===== src/rtl/spq_pkg.sv =====
// Shared types and codes for the stable priority ready queue.
// No dependencies; imported by spq_ctrl, spq_dp and the top level.
`default_nettype none

package spq_pkg;

  // Result status codes
  localparam logic [1:0] ST_DONE  = 2'd0;
  localparam logic [1:0] ST_FULL  = 2'd1;
  localparam logic [1:0] ST_EMPTY = 2'd2;

  // Request modes
  localparam logic MODE_ENQ = 1'b0;
  localparam logic MODE_DEQ = 1'b1;

  // Commands from controller to datapath
  typedef struct packed {
    logic capture;   // latch the incoming request
    logic execute;   // apply the latched request and load the result
  } cmd_t;

endpackage

`default_nettype wire


===== src/rtl/spq_ctrl.sv =====
// Handshake controller for the stable priority ready queue.
// Depends on spq_pkg; drives commands into spq_dp.
`default_nettype none

module spq_ctrl (
  input  wire logic         clk,
  input  wire logic         rst,
  input  wire logic         in_valid,
  output logic              in_stall,
  output logic              out_valid,
  input  wire logic         out_stall,
  output spq_pkg::cmd_t     cmd
);
  import spq_pkg::*;

  typedef enum logic {
    S_IDLE,
    S_RUN
  } state_t;

  state_t state;
  logic   out_free;

  // Result register can take a new item when empty or being drained
  assign out_free = !out_valid || !out_stall;

  // Accept only while idle; a pending result does not block acceptance
  assign in_stall = (state != S_IDLE);

  assign cmd.capture = (state == S_IDLE) && in_valid;
  assign cmd.execute = (state == S_RUN) && out_free;

  // Advance state and hold the result valid flag
  always_ff @(posedge clk) begin
    if (rst) begin
      state     <= S_IDLE;
      out_valid <= 1'b0;
    end else begin
      case (state)
        S_IDLE: begin
          if (in_valid) begin
            state <= S_RUN;
          end
        end
        S_RUN: begin
          if (out_free) begin
            state <= S_IDLE;
          end
        end
        default: begin
          state <= S_IDLE;
        end
      endcase
      if (cmd.execute) begin
        out_valid <= 1'b1;
      end else if (out_valid && !out_stall) begin
        out_valid <= 1'b0;
      end
    end
  end

endmodule

`default_nettype wire


===== src/rtl/spq_dp.sv =====
// Datapath of the stable priority ready queue: sorted shift-register cells,
// request latch and result register. Depends on spq_pkg; driven by spq_ctrl.
`default_nettype none

module spq_dp #(
  parameter int DEPTH     = 16,
  parameter int ID_BITS   = 8,
  parameter int PRIO_BITS = 8,
  parameter int CNT_W     = $clog2(DEPTH + 1)
) (
  input  wire logic                 clk,
  input  wire logic                 rst,
  input  spq_pkg::cmd_t             cmd,
  input  wire logic                 mode,
  input  wire logic [ID_BITS-1:0]   task_id,
  input  wire logic [PRIO_BITS-1:0] task_priority,
  output logic [1:0]                status,
  output logic                      taken_valid,
  output logic [ID_BITS-1:0]        taken_task,
  output logic                      head_valid,
  output logic [ID_BITS-1:0]        head_task,
  output logic [PRIO_BITS-1:0]      head_priority,
  output logic [CNT_W-1:0]          entry_count
);
  import spq_pkg::*;

  // Latched request
  logic                 req_mode;
  logic [ID_BITS-1:0]   req_id;
  logic [PRIO_BITS-1:0] req_prio;

  // Queue cells, slot 0 is the head
  logic [ID_BITS-1:0]   slot_task [DEPTH];
  logic [PRIO_BITS-1:0] slot_prio [DEPTH];
  logic [CNT_W-1:0]     count;

  // Per-cell next values for insert and remove
  logic [ID_BITS-1:0]   enq_task [DEPTH];
  logic [PRIO_BITS-1:0] enq_prio [DEPTH];
  logic [ID_BITS-1:0]   deq_task [DEPTH];
  logic [PRIO_BITS-1:0] deq_prio [DEPTH];
  logic [DEPTH-1:0]     ge;
  logic [DEPTH-1:0]     ge_prev;

  logic                 full;
  logic                 empty;
  logic                 do_enq;
  logic                 do_deq;
  logic [CNT_W-1:0]     count_next;
  logic [ID_BITS-1:0]   head_task_next;
  logic [PRIO_BITS-1:0] head_prio_next;

  // Capture the request
  always_ff @(posedge clk) begin
    if (cmd.capture) begin
      req_mode <= mode;
      req_id   <= task_id;
      req_prio <= task_priority;
    end
  end

  // Mark occupied cells that stay ahead of the new entry
  assign ge_prev = {ge[DEPTH-2:0], 1'b0};

  genvar g;
  for (g = 0; g < DEPTH; g++) begin : g_cell
    assign ge[g] = (CNT_W'(g) < count) && (slot_prio[g] >= req_prio);

    // Insert: keep, take the new entry, or shift down from the cell above
    if (g == 0) begin : g_head
      assign enq_task[g] = ge[g] ? slot_task[g] : req_id;
      assign enq_prio[g] = ge[g] ? slot_prio[g] : req_prio;
    end else begin : g_body
      assign enq_task[g] = ge[g] ? slot_task[g] :
                           (ge_prev[g] ? req_id : slot_task[g-1]);
      assign enq_prio[g] = ge[g] ? slot_prio[g] :
                           (ge_prev[g] ? req_prio : slot_prio[g-1]);
    end

    // Remove: shift up toward the head
    if (g == DEPTH - 1) begin : g_tail
      assign deq_task[g] = slot_task[g];
      assign deq_prio[g] = slot_prio[g];
    end else begin : g_mid
      assign deq_task[g] = slot_task[g+1];
      assign deq_prio[g] = slot_prio[g+1];
    end
  end

  assign full   = (count == CNT_W'(DEPTH));
  assign empty  = (count == '0);
  assign do_enq = cmd.execute && (req_mode == MODE_ENQ) && !full;
  assign do_deq = cmd.execute && (req_mode == MODE_DEQ) && !empty;

  // Work out count and head after the request
  always_comb begin
    count_next     = count;
    head_task_next = slot_task[0];
    head_prio_next = slot_prio[0];
    if (do_enq) begin
      count_next     = count + CNT_W'(1);
      head_task_next = enq_task[0];
      head_prio_next = enq_prio[0];
    end else if (do_deq) begin
      count_next     = count - CNT_W'(1);
      head_task_next = deq_task[0];
      head_prio_next = deq_prio[0];
    end
  end

  // Update the cells
  always_ff @(posedge clk) begin
    for (int i = 0; i < DEPTH; i++) begin
      if (do_enq) begin
        slot_task[i] <= enq_task[i];
        slot_prio[i] <= enq_prio[i];
      end else if (do_deq) begin
        slot_task[i] <= deq_task[i];
        slot_prio[i] <= deq_prio[i];
      end
    end
  end

  // Hold the entry count
  always_ff @(posedge clk) begin
    if (rst) begin
      count <= '0;
    end else begin
      count <= count_next;
    end
  end

  // Load the result register
  always_ff @(posedge clk) begin
    if (cmd.execute) begin
      if (req_mode == MODE_ENQ) begin
        status <= full ? ST_FULL : ST_DONE;
      end else begin
        status <= empty ? ST_EMPTY : ST_DONE;
      end
      taken_valid   <= do_deq;
      taken_task    <= do_deq ? slot_task[0] : '0;
      head_valid    <= (count_next != '0);
      head_task     <= (count_next != '0) ? head_task_next : '0;
      head_priority <= (count_next != '0) ? head_prio_next : '0;
      entry_count   <= count_next;
    end
  end

endmodule

`default_nettype wire


===== src/rtl/stable_priority_ready_queue.sv =====
// Stable priority ready queue, top level.
// Requests arrive on the input channel: mode 0 inserts task_id with
// task_priority behind every entry of greater or equal priority, mode 1
// removes the head entry. Larger priorities leave first; equal priorities
// leave in arrival order. Up to DEPTH entries are held; an insert into a
// full queue is dropped with status full, a removal from an empty queue
// returns status empty.
// Every item yields exactly one result item carrying the status, the removed
// task, the head entry and the entry count after the request.
// An item is latched while idle, then applied to all cells in parallel
// once the result register is free, which also loads its result there;
// no new item is taken until then. The compare-and-shift across the
// cell row is the single working step.
// Reset empties the queue; no clearing pass is needed.
// A stalled result is held in the output register; the next item is still
// accepted, and waits in the request latch until the result is taken.
// Depends on spq_pkg, spq_ctrl and spq_dp.
`default_nettype none

module stable_priority_ready_queue #(
  parameter int DEPTH     = 16,
  parameter int ID_BITS   = 8,
  parameter int PRIO_BITS = 8
) (
  input  wire logic                         clk,
  input  wire logic                         rst,
  input  wire logic                         in_valid,
  output logic                              in_stall,
  input  wire logic                         mode,
  input  wire logic [ID_BITS-1:0]           task_id,
  input  wire logic [PRIO_BITS-1:0]         task_priority,
  output logic                              out_valid,
  input  wire logic                         out_stall,
  output logic [1:0]                        status,
  output logic                              taken_valid,
  output logic [ID_BITS-1:0]                taken_task,
  output logic                              head_valid,
  output logic [ID_BITS-1:0]                head_task,
  output logic [PRIO_BITS-1:0]              head_priority,
  output logic [$clog2(DEPTH+1)-1:0]        entry_count
);
  import spq_pkg::*;

  localparam int CNT_W = $clog2(DEPTH + 1);

  cmd_t cmd;

  // Handshake and sequencing
  spq_ctrl u_ctrl (
    .clk       (clk),
    .rst       (rst),
    .in_valid  (in_valid),
    .in_stall  (in_stall),
    .out_valid (out_valid),
    .out_stall (out_stall),
    .cmd       (cmd)
  );

  // Sorted cells and result register
  spq_dp #(
    .DEPTH     (DEPTH),
    .ID_BITS   (ID_BITS),
    .PRIO_BITS (PRIO_BITS),
    .CNT_W     (CNT_W)
  ) u_dp (
    .clk           (clk),
    .rst           (rst),
    .cmd           (cmd),
    .mode          (mode),
    .task_id       (task_id),
    .task_priority (task_priority),
    .status        (status),
    .taken_valid   (taken_valid),
    .taken_task    (taken_task),
    .head_valid    (head_valid),
    .head_task     (head_task),
    .head_priority (head_priority),
    .entry_count   (entry_count)
  );

endmodule

`default_nettype wire


===== config.mk =====
export PLATFORM = sky130hd
export DESIGN_NAME = stable_priority_ready_queue
export DESIGN_NICKNAME = d
export VERILOG_FILES = /design/src/rtl/spq_pkg.sv /design/src/rtl/spq_ctrl.sv /design/src/rtl/spq_dp.sv /design/src/rtl/stable_priority_ready_queue.sv
export SDC_FILE = /design/constraint.sdc
export NUM_CORES = 1
export LEC_CHECK = 0
export ABC_AREA = 1
export BUFFER_PORTS_ARGS = -buffer_cell sky130_fd_sc_hd__buf_2
export CELL_PAD_IN_SITES_DETAIL_PLACEMENT = 0
export CELL_PAD_IN_SITES_GLOBAL_PLACEMENT = 1
export CORE_MARGIN = 1
export CORE_UTILIZATION = 45
export DETAILED_ROUTE_END_ITERATION = 16
export GPL_TIMING_DRIVEN = 0
export PLACE_DENSITY_LB_ADDON = 0.1
export SYNTH_ARGS = -nofsm -noshare
export SYNTH_HDL_FRONTEND = slang
export SYNTH_HIERARCHICAL = 1
export SYNTH_SLANG_ARGS = --single-unit

===== constraint.sdc =====
create_clock -name clk -period 4 [get_ports clk]
set_input_delay 0 -clock clk [delete_from_list [all_inputs] [get_ports clk]]
set_output_delay 0 -clock clk [all_outputs]
set_load 0.02 [all_outputs]

==> flow_summary.json, run 1 <==
{
  "outcome": "completed",
  "design_area_sq_um": 22790,
  "fp.coreArea_sq_um": 43360,
  "synth-seq-cells": 313,
  "yosys_warnings": 6,
  "cp_num_buf_inv": 5,
  "cts-root-buf": "clkbuf_16",
  "wl_microns": 66220,
  "pwr-share-clk_pct": 30.0,
  "fin_crit_sh_pct": 94.47,
  "area_delta_synth_final_pct": 14.23,
  "post-route-util_pct": 52.56,
  "antenna_found_initial": 0,
  "grt_max_degree": 34,
  "fp.dieH_microns": 212.6,
  "clkLatencyLatePin_ns": 0.56,
  "cts_tree": "done",
  "max_slew_margin_pct": 0.7433,
  "gp_congestion": 0.8838,
  "avgRoutedWirePerCell_microns": 20.34,
  "post_synth_num_cell_types": 37,
  "clockBufferDepth": 3,
  "power.leakage_uw": 0.01088,
  "ios": 56,
  "vias_per_cell": 5.536,
  "ant_nets": 0,
  "path_delay_family": "buffers and inverters",
  "drtIter0Drc": 1374,
  "max-cap-violations": 0,
  "peakVddDrop_uv": 263.6,
  "synth_ff_type": "edfxtp_1",
  "antennaDiodeCount": 0,
  "slew_violations": 0,
  "timing.rr.start": "u_dp/req_prio[3]",
  "end_kind": "register",
  "synth_cells": 2505,
  "synth_area_leaders": "edfxtp_1 (46%), nand2_1 (16%), nand3_1 (12%)",
  "cp-start-kind": "register",
  "p_int_uw": 7052,
  "yosys.area.top_type": "edfxtp_1",
  "arrival_ns": 4.04,
  "setup_viol": 0,
  "cp_common_cell": "nand2_1",
  "path_cells": "inv_1 > clkbuf_2 > buf_12 > ha_1 > a21oi_1 > nand2_1 > nand2_1 > nand2_1 > clkbuf_1 > a31oi_2 > buf_6",
  "min_period_ns": 3.779,
  "die_w_microns": 212.6,
  "syn_nets": 2658,
  "final_cell_mix": "nand2_1 (858), nand3_1 (472), inv_1 (327)",
  "io_buffers": 55,
  "crit_start": "u_dp/req_prio[3]",
  "grt.overflow.total": 0,
  "final_common_cell": "nand2_1",
  "path_clk_slew_ns": 0.06,
  "place_area_sq_um": 21410,
  "cts_sinks": 313,
  "first_pass_iters": 5,
  "synthArstFlopShare_pct": 0,
  "powerDensity_nw_per_um2": 478.4,
  "grt_pass1_wl_microns": 101000,
  "instances_no_fill": 3256,
  "worstHoldPathType": "in2reg",
  "grt.total_usage_pct": 29.64,
  "dr_total_vias": 18030,
  "ys_seq_area_share_pct": 46.76,
  "critPathKind": "reg2reg",
  "worst_pin_slew_ns": 1.489,
  "syn_avg_cell_area_sq_um": 7.965,
  "cts_setup_buffers": 0,
  "drc": 0,
  "power_frac_comb_pct": 28.9,
  "hpwl_microns": 48940,
  "switching_share_pct": 35.32,
  "n_fill_cell": 4242,
  "cp_slowest_cell": "a31oi_2",
  "cts_buffers": 38,
  "std_cell_rows": 76,
  "h-tree-depth": 2,
  "cp_max_fo": 18,
  "crit_required_ns": 4.26,
  "switchingPower_uw": 3850,
  "synth_edf_count": 306,
  "power_frac_seq_pct": 41.1,
  "start_util_pct": 46.01,
  "min_from": "task_priority[5]",
  "skew_ns": 0.01780,
  "rsz0062_at_grt": "no",
  "die_area_sq_um": 45180,
  "yosysTopAreaCellShare_pct": 46.06,
  "syn_area_sq_um": 19950,
  "fmaxAchievable_mhz": 264.6,
  "grt_pass1_vias": 17670,
  "final_hold_viol_count": 0,
  "slowest_delay_ns": 0.52,
  "nets": 2798,
  "layout-drive-gt1-share_pct": 8.461,
  "dpl.cell_count": 3167
}
metrics by stage:
| stage | hold WS, ns | setup slack, ns | total power, uW | TNS (ns) |
|---|---|---|---|---|
| 2_1_floorplan | 0.06907 | 0.3126 | 6550 | 0 |
| 4_1_cts | 0.1373 | 0.09292 | 10920 | 0 |
| 5_1_grt | 0.1491 | 0.001751 | 11470 | 0 |
| 3_3_place_gp | 0.1788 | -1.648 | 7463 | -476.42 |
| 6_report | 0.1538 | 0.2210 | 10900 | 0 |
| 3_5_place_dp | 0.1781 | 0.01946 | 7636 | 0 |
sequential cells by signal, indices dropped and copies added (netlist names), 8 cells and up:
register,cells
u_dp/slot_prio,128
u_dp/slot_task,128
u_dp/head_priority,8
u_dp/head_task,8
u_dp/req_id,8
u_dp/req_prio,8
u_dp/taken_task,8
logic make-up after synthesis:
group,Yosys count,share of synthesized area [%]
xor+xnor,1,0.04391
compound gates,179,5.356
flops,313,46.76
simple gates,1412,30.30
buf+inv,468,9.262
fa+ha+maj,132,8.278
synthesized netlist by cell type (16+ instances only):
master,count
nand3_1,472
ha_1,132
nor3_1,42
buf_2,35
clkbuf_1,85
nor2_1,22
a22oi_1,16
edfxtp_1,306
a21oi_1,42
o21ai_0,66
inv_1,327
nand2_1,858
timing repair:
| action | CTS | global route |
|---|---|---|
| setup endpoints to repair | 9 | 50 |
| endpoints found under the hold margin | 74 | 0 |
| hold buffers | 23 | 0 |
| resized for setup | 1 | 6 |
routing by layer:
metal	up-vias	GRT usage, %	share of wire, %
met2	605	50.97	49
met3	116	3.516	5.9
met4	0	9.923	2.9
met1	8723	38.55	42
met5	-	0	0
li1	8582	-	-
cell type report:
| type | count | area [sq um] | area share [%] |
|---|---|---|---|
| multi-input cells | 1724 | 8885 | 38.98 |
| clock buffers | 52 | 1065 | 4.672 |
| clock inverters | 14 | 68.82 | 0.3019 |
| repair buffers | 100 | 847.1 | 3.717 |
| well taps | 585 | 732.0 | 3.212 |
| plain buffers | 130 | 593.1 | 2.602 |
| flip-flops and latches | 313 | 9329 | 40.93 |
| inverters | 338 | 1271 | 5.578 |
power groups by stage:
stage / logic (uW) / registers [uW] / clock network (uW)
global placement: 2910 / 4560 / 0
floorplan: 2040 / 4510 / 0
CTS: 3120 / 4480 / 3320
global route: 3520 / 4510 / 3430
finish: 3150 / 4480 / 3280
detailed placement: 3100 / 4540 / 0
worst register-to-register path: cells and delay by family (launching register included):
family                     cells  cell delay (ns)
adders and majority gates      1             0.32
DFF                            1             0.40
AOI/OAI and AO/OA              2             0.68
and+or+nand+nor                3             0.39
buffers and inverters          5             1.69
final timing paths:
kind,endpoint,slack (ns),cells after the start
max,u_dp/slot_prio[1][25],0.22,11
min,u_dp/req_prio[5],0.15,2
min reg2reg,u_dp/slot_task[1][51],0.53,2
max reg2reg,u_dp/slot_prio[1][25],0.22,11
Power figures use the tool's default switching activity.
==> run 2, diff against run 1 <==
--- a/config.mk
+++ b/config.mk
@@ -14,6 +14,7 @@
 export DETAILED_ROUTE_END_ITERATION = 16
 export GPL_TIMING_DRIVEN = 0
 export PLACE_DENSITY_LB_ADDON = 0.1
+export RECOVER_POWER = 100
 export SYNTH_ARGS = -nofsm -noshare
 export SYNTH_HDL_FRONTEND = slang
 export SYNTH_HIERARCHICAL = 1
==> run 2 against run 1 <==
Compared with the run above:
- non-clock buffer count did not move
- critical path depth did not move
- total power decreased by 0.82%
- critical path type unchanged
==> flow_summary.json, run 2 (same netlist as run 1, synthesis figures left out) <==
{
  "outcome": "completed",
  "dpl.cell_count": 3167,
  "cp-start-kind": "register",
  "layout-drive-gt1-share_pct": 5.953,
  "peakVddDrop_uv": 262.8,
  "max_slew_margin_pct": 1.669,
  "area_delta_synth_final_pct": 13.29,
  "instances_no_fill": 3257,
  "use_met3_pct": 3.516,
  "h-tree-depth": 2,
  "std_cell_rows": 76,
  "gr-usage-met2_pct": 50.97,
  "whs_ns": 0.1591,
  "rsz0062_at_grt": "no",
  "cts_sinks": 313,
  "vias_per_cell": 5.539,
  "grt.overflow.total": 0,
  "die_area_sq_um": 45180,
  "ios": 56,
  "fmaxAchievable_mhz": 262.7,
  "place_area_sq_um": 21410,
  "clockBufferDepth": 3,
  "wl_microns": 66410,
  "final.setup.worst_slack_ns": 0.1930,
  "slowest_delay_ns": 0.63,
  "fp.coreArea_sq_um": 43360,
  "post-route-util_pct": 52.13,
  "path_delay_family": "buffers and inverters",
  "gp_congestion": 0.8838,
  "start_util_pct": 46.01,
  "first_pass_iters": 6,
  "fin_crit_sh_pct": 95.18,
  "skew_ns": 0.01624,
  "dr_total_vias": 18040,
  "cp_max_fo": 33,
  "antenna_found_initial": 0,
  "max-cap-violations": 0,
  "cts_tree": "done",
  "min_period_ns": 3.807,
  "path_cells": "inv_2 > a21oi_1 > buf_12 > inv_1 > nor2_1 > nand2_4 > nand2_4 > inv_2 > clkbuf_1 > a31oi_2 > clkbuf_2",
  "cp_slowest_cell": "a31oi_2",
  "worst_pin_slew_ns": 1.475,
  "power.leakage_uw": 0.01069,
  "pre_cts_ws_ns": 0.01946,
  "final_cell_mix": "nand2_1 (861), nand3_1 (475), inv_1 (327)",
  "cts_setup_buffers": 0,
  "ant_nets": 0,
  "met1_usage_pct": 38.55,
  "drc": 0,
  "cp_num_buf_inv": 6,
  "critPathKind": "reg2reg",
  "crit_required_ns": 4.23,
  "worstHoldPathType": "in2reg",
  "path_clk_slew_ns": 0.06,
  "end_kind": "register",
  "busiest_layer": "met2",
  "grt_pass1_wl_microns": 101000,
  "design_area_sq_um": 22600,
  "io_buffers": 55,
  "die_w_microns": 212.6,
  "grt_pass1_vias": 17670,
  "avgRoutedWirePerCell_microns": 20.39,
  "hpwl_microns": 48940,
  "slew_violations": 0,
  "grt_max_degree": 34,
  "final_hold_viol_count": 0,
  "cts_buffers": 38,
  "nets": 2798,
  "clkLatencyLatePin_ns": 0.55,
  "arrival_ns": 4.04,
  "n_fill_cell": 4297,
  "grt.total_usage_pct": 29.64,
  "drtIter0Drc": 1347,
  "fp.dieH_microns": 212.6,
  "powerDensity_nw_per_um2": 478.4,
  "setup_viol": 0,
  "reg.largest.list": "u_dp/slot_prio (128), u_dp/slot_task (128)",
  "cts-root-buf": "clkbuf_16",
  "final_common_cell": "nand2_1"
}
## run 2: cell count changes in the layout (fill, tap and decap cells not counted), moves of 2 or more
cell	previous run	this run
buf_8	7	4
nand2_1	858	861
nand3_1	472	475
clkbuf_1	87	142
a21oi_2	2	0
nand3_2	2	0
o21ai_0	66	68
buf_2	90	41
nand2_2	3	1
clkbuf_2	4	6
a21oi_1	41	44
buf_4	7	4
buf_6	12	9
## run 2: layout make-up
cell class	count	area [sq um]	share of cell area [%]
clock inverters	14	68.82	0.3045
inverters	338	1270	5.619
multi-input cells	1724	8818	39.01
clock buffers	52	1065	4.711
repair buffers	100	760.7	3.366
diodes	1	2.502	0.01107
flip-flops and latches	313	9329	41.27
plain buffers	130	556.8	2.463
well taps	585	732.0	3.238
## run 2: where the power goes
group | internal, uW | switching, uW
sequential | 4230 | 249
combinational | 903 | 2160
clock | 1860 | 1410
## run 2: metal layers
| layer | vias to the layer above | part of all wire [%] |
|---|---|---|
| met5 | - | 0 |
| met4 | 0 | 3.0 |
| met3 | 125 | 5.9 |
| met2 | 565 | 49 |
| met1 | 8773 | 42 |
| li1 | 8577 | - |
## run 2: path summary, 6_finish.rpt
kind	startpoint	slack, ns	cells after the start	endpoint
max reg2reg	u_ctrl/in_stall	0.19	11	u_dp/slot_task[0][22]
min	task_priority[5]	0.16	2	u_dp/req_prio[5]
max	u_ctrl/in_stall	0.19	11	u_dp/slot_task[0][22]
min reg2reg	u_dp/slot_task[1][60]	0.53	2	u_dp/slot_task[1][52]
## run 2: worst register-to-register path, delay by kind of cell (launching register included)
kind | cells | cell delay, ns
compound gates | 2 | 1.05
simple gates | 3 | 0.62
flops | 1 | 0.38
buf+inv | 6 | 1.43
## run 2: what timing repair did
item / in CTS / in global routing
endpoints found under the setup margin: 9 / 50
hold endpoints to repair: 74 / 0
resized for setup: 1 / 6
hold buffers: 23 / 0
## run 2: stage by stage
| stage | setup TNS, ns | total power [uW] |
|---|---|---|
| 3_5_place_dp | 0 | 7636 |
| 4_1_cts | 0 | 10920 |
| 2_1_floorplan | 0 | 6550 |
| 5_1_grt | 0 | 11390 |
| 3_3_place_gp | -476.42 | 7463 |
| 6_report | 0 | 10810 |
==> run 3, diff against run 2 <==
==> constraint.sdc (replaced) <==
create_clock -name clk -period 4.4 [get_ports clk]
set_input_delay 0 -clock clk [delete_from_list [all_inputs] [get_ports clk]]
set_output_delay 0 -clock clk [all_outputs]
set_load 0.02 [all_outputs]
==> run 3 against run 2 <==
Compared with the run above:
- the flow now finishes with violations (capacitance limit, slew limit)
- cell count about the same
- clock skew increased by 0.00064 ns
- sequential share of layout area increased by 0.13 points
- count of clock-buffer cells in the layout unchanged
- non-clock buffer count unchanged
- flip-flop and latch count unchanged
- core utilization decreased by 0.16 points
- critical path depth decreased by 1
- combinational power decreased by 9.1%
- global-route usage unchanged
- clock power decreased by 8.9%
- critical endpoint is now u_dp/slot_task[0][45]
==> flow_summary.json, run 3 (same netlist as run 1, synthesis figures left out) <==
{
  "outcome": "finished with violations",
  "violations": "capacitance limit, slew limit",
  "start_util_pct": 46.01,
  "grt_max_degree": 34,
  "slew_violations": 11,
  "gp_congestion": 0.8838,
  "reg.largest.list": "u_dp/slot_prio (128), u_dp/slot_task (128)",
  "drtIter0Drc": 1459,
  "multi_input_area_sq_um": 8775,
  "max_slew_margin_pct": -0.9942,
  "place_area_sq_um": 21410,
  "antenna_found_initial": 0,
  "die_area_sq_um": 45180,
  "antennaDiodeCount": 0,
  "vias_per_cell": 5.562,
  "min_period_ns": 4.148,
  "max-cap-violations": 1,
  "fp.coreArea_sq_um": 43360,
  "tns_ns": 0,
  "io_buffers": 55,
  "n_fill_cell": 4308,
  "dpl.cell_count": 3167,
  "nets": 2798,
  "crit_required_ns": 4.66,
  "drc": 0,
  "final.setup.worst_slack_ns": 0.2519,
  "critPathKind": "reg2reg",
  "wl_microns": 66350,
  "peakVddDrop_uv": 240.8,
  "power.leakage_uw": 0.01070,
  "grt_pass1_wl_microns": 101000,
  "dr_total_vias": 18110,
  "powerDensity_nw_per_um2": 436.5,
  "setup_viol": 0,
  "ant_nets": 0,
  "rsz0062_at_grt": "no",
  "clkLatencyLatePin_ns": 0.56,
  "skew_ns": 0.01688,
  "grt.overflow.total": 0,
  "h-tree-depth": 2,
  "worst_pin_slew_ns": 1.515,
  "design_area_sq_um": 22530,
  "power_uw": 9835,
  "fmaxAchievable_mhz": 241.1,
  "end_kind": "register",
  "fp.dieH_microns": 212.6,
  "cts-root-buf": "clkbuf_16",
  "cp-start-kind": "register",
  "worstHoldPathType": "in2reg",
  "cp_max_fo": 25,
  "ios": 56,
  "grt.total_usage_pct": 29.64,
  "hpwl_microns": 48940,
  "cts_buffers": 38,
  "grt_pass1_vias": 17670,
  "final_common_cell": "nand2_1",
  "cts_tree": "done",
  "std_cell_rows": 76,
  "fin_crit_sh_pct": 94.27,
  "area_delta_synth_final_pct": 12.93,
  "instances_no_fill": 3256,
  "arrival_ns": 4.41,
  "avgRoutedWirePerCell_microns": 20.38,
  "regArea_sq_um": 9329,
  "cts_sinks": 313,
  "final_cell_mix": "nand2_1 (862), nand3_1 (475), inv_1 (328)",
  "cts_setup_buffers": 0,
  "path_clk_slew_ns": 0.06,
  "cts_resized": 0,
  "hold_buffers": 23,
  "final_hold_viol_count": 0,
  "pre_cts_ws_ns": 0.4195,
  "first_pass_iters": 5,
  "layout-drive-gt1-share_pct": 5.728,
  "die_w_microns": 212.6,
  "clockBufferDepth": 3
}
==> run 3: routing by layer <==
metal	vias to the layer above	GRT usage (%)	part of all wire [%]
met5	-	0	0
met4	0	9.923	3.1
met3	118	3.516	6.1
met2	564	50.97	49
met1	8850	38.55	42
li1	8578	-	-
==> run 3: critical path, cell delays in order (launching register included) <==
cell      delay, ns
edfxtp_1       0.42
inv_1          0.44
clkbuf_2       0.74
ha_1           0.38
a21oi_1        0.14
nor3_1         0.06
nor3_1         0.13
nand2_1        0.26
clkbuf_1       0.29
a31oi_1        0.72
buf_6          0.26
==> run 3: path summary, 6_finish.rpt <==
kind	slack [ns]	depth (start not counted)	to	from
worst min register to register	0.53	2	u_dp/slot_task[1][51]	u_dp/slot_task[1][59]
worst max-delay path	0.25	10	u_dp/slot_task[0][45]	u_dp/req_prio[5]
worst max register to register	0.25	10	u_dp/slot_task[0][45]	u_dp/req_prio[5]
worst min-delay path	0.16	2	u_dp/req_prio[5]	task_priority[5]
==> run 3: cell type report <==
type	count	area share [%]
Buffer	130	2.471
Timing Repair Buffer	100	3.265
Tap cell	585	3.249
Inverter	338	5.636
Sequential cell	313	41.40
Clock inverter	14	0.3054
Multi-Input combinational cell	1724	38.94
Clock buffer	52	4.726
==> run 3: report_power, final <==
part | total, uW | switching (uW) | leakage [uW] | internal [uW]
Sequential | 4080 | 227 | 0.00289 | 3850
Combinational | 2790 | 1960 | 0.00725 | 824
Clock | 2970 | 1280 | 0.000558 | 1690
Total | 9830 | 3470 | 0.0107 | 6360
==> run 3: metrics by stage <==
step	util [%]	hold slack, ns
final	51.96	0.1554
after global routing	51.96	0.1491
after CTS	52.52	0.1373
after detailed placement	49.38	0.1781
after global placement	48.34	0.1788
after floorplan	-	0.06907
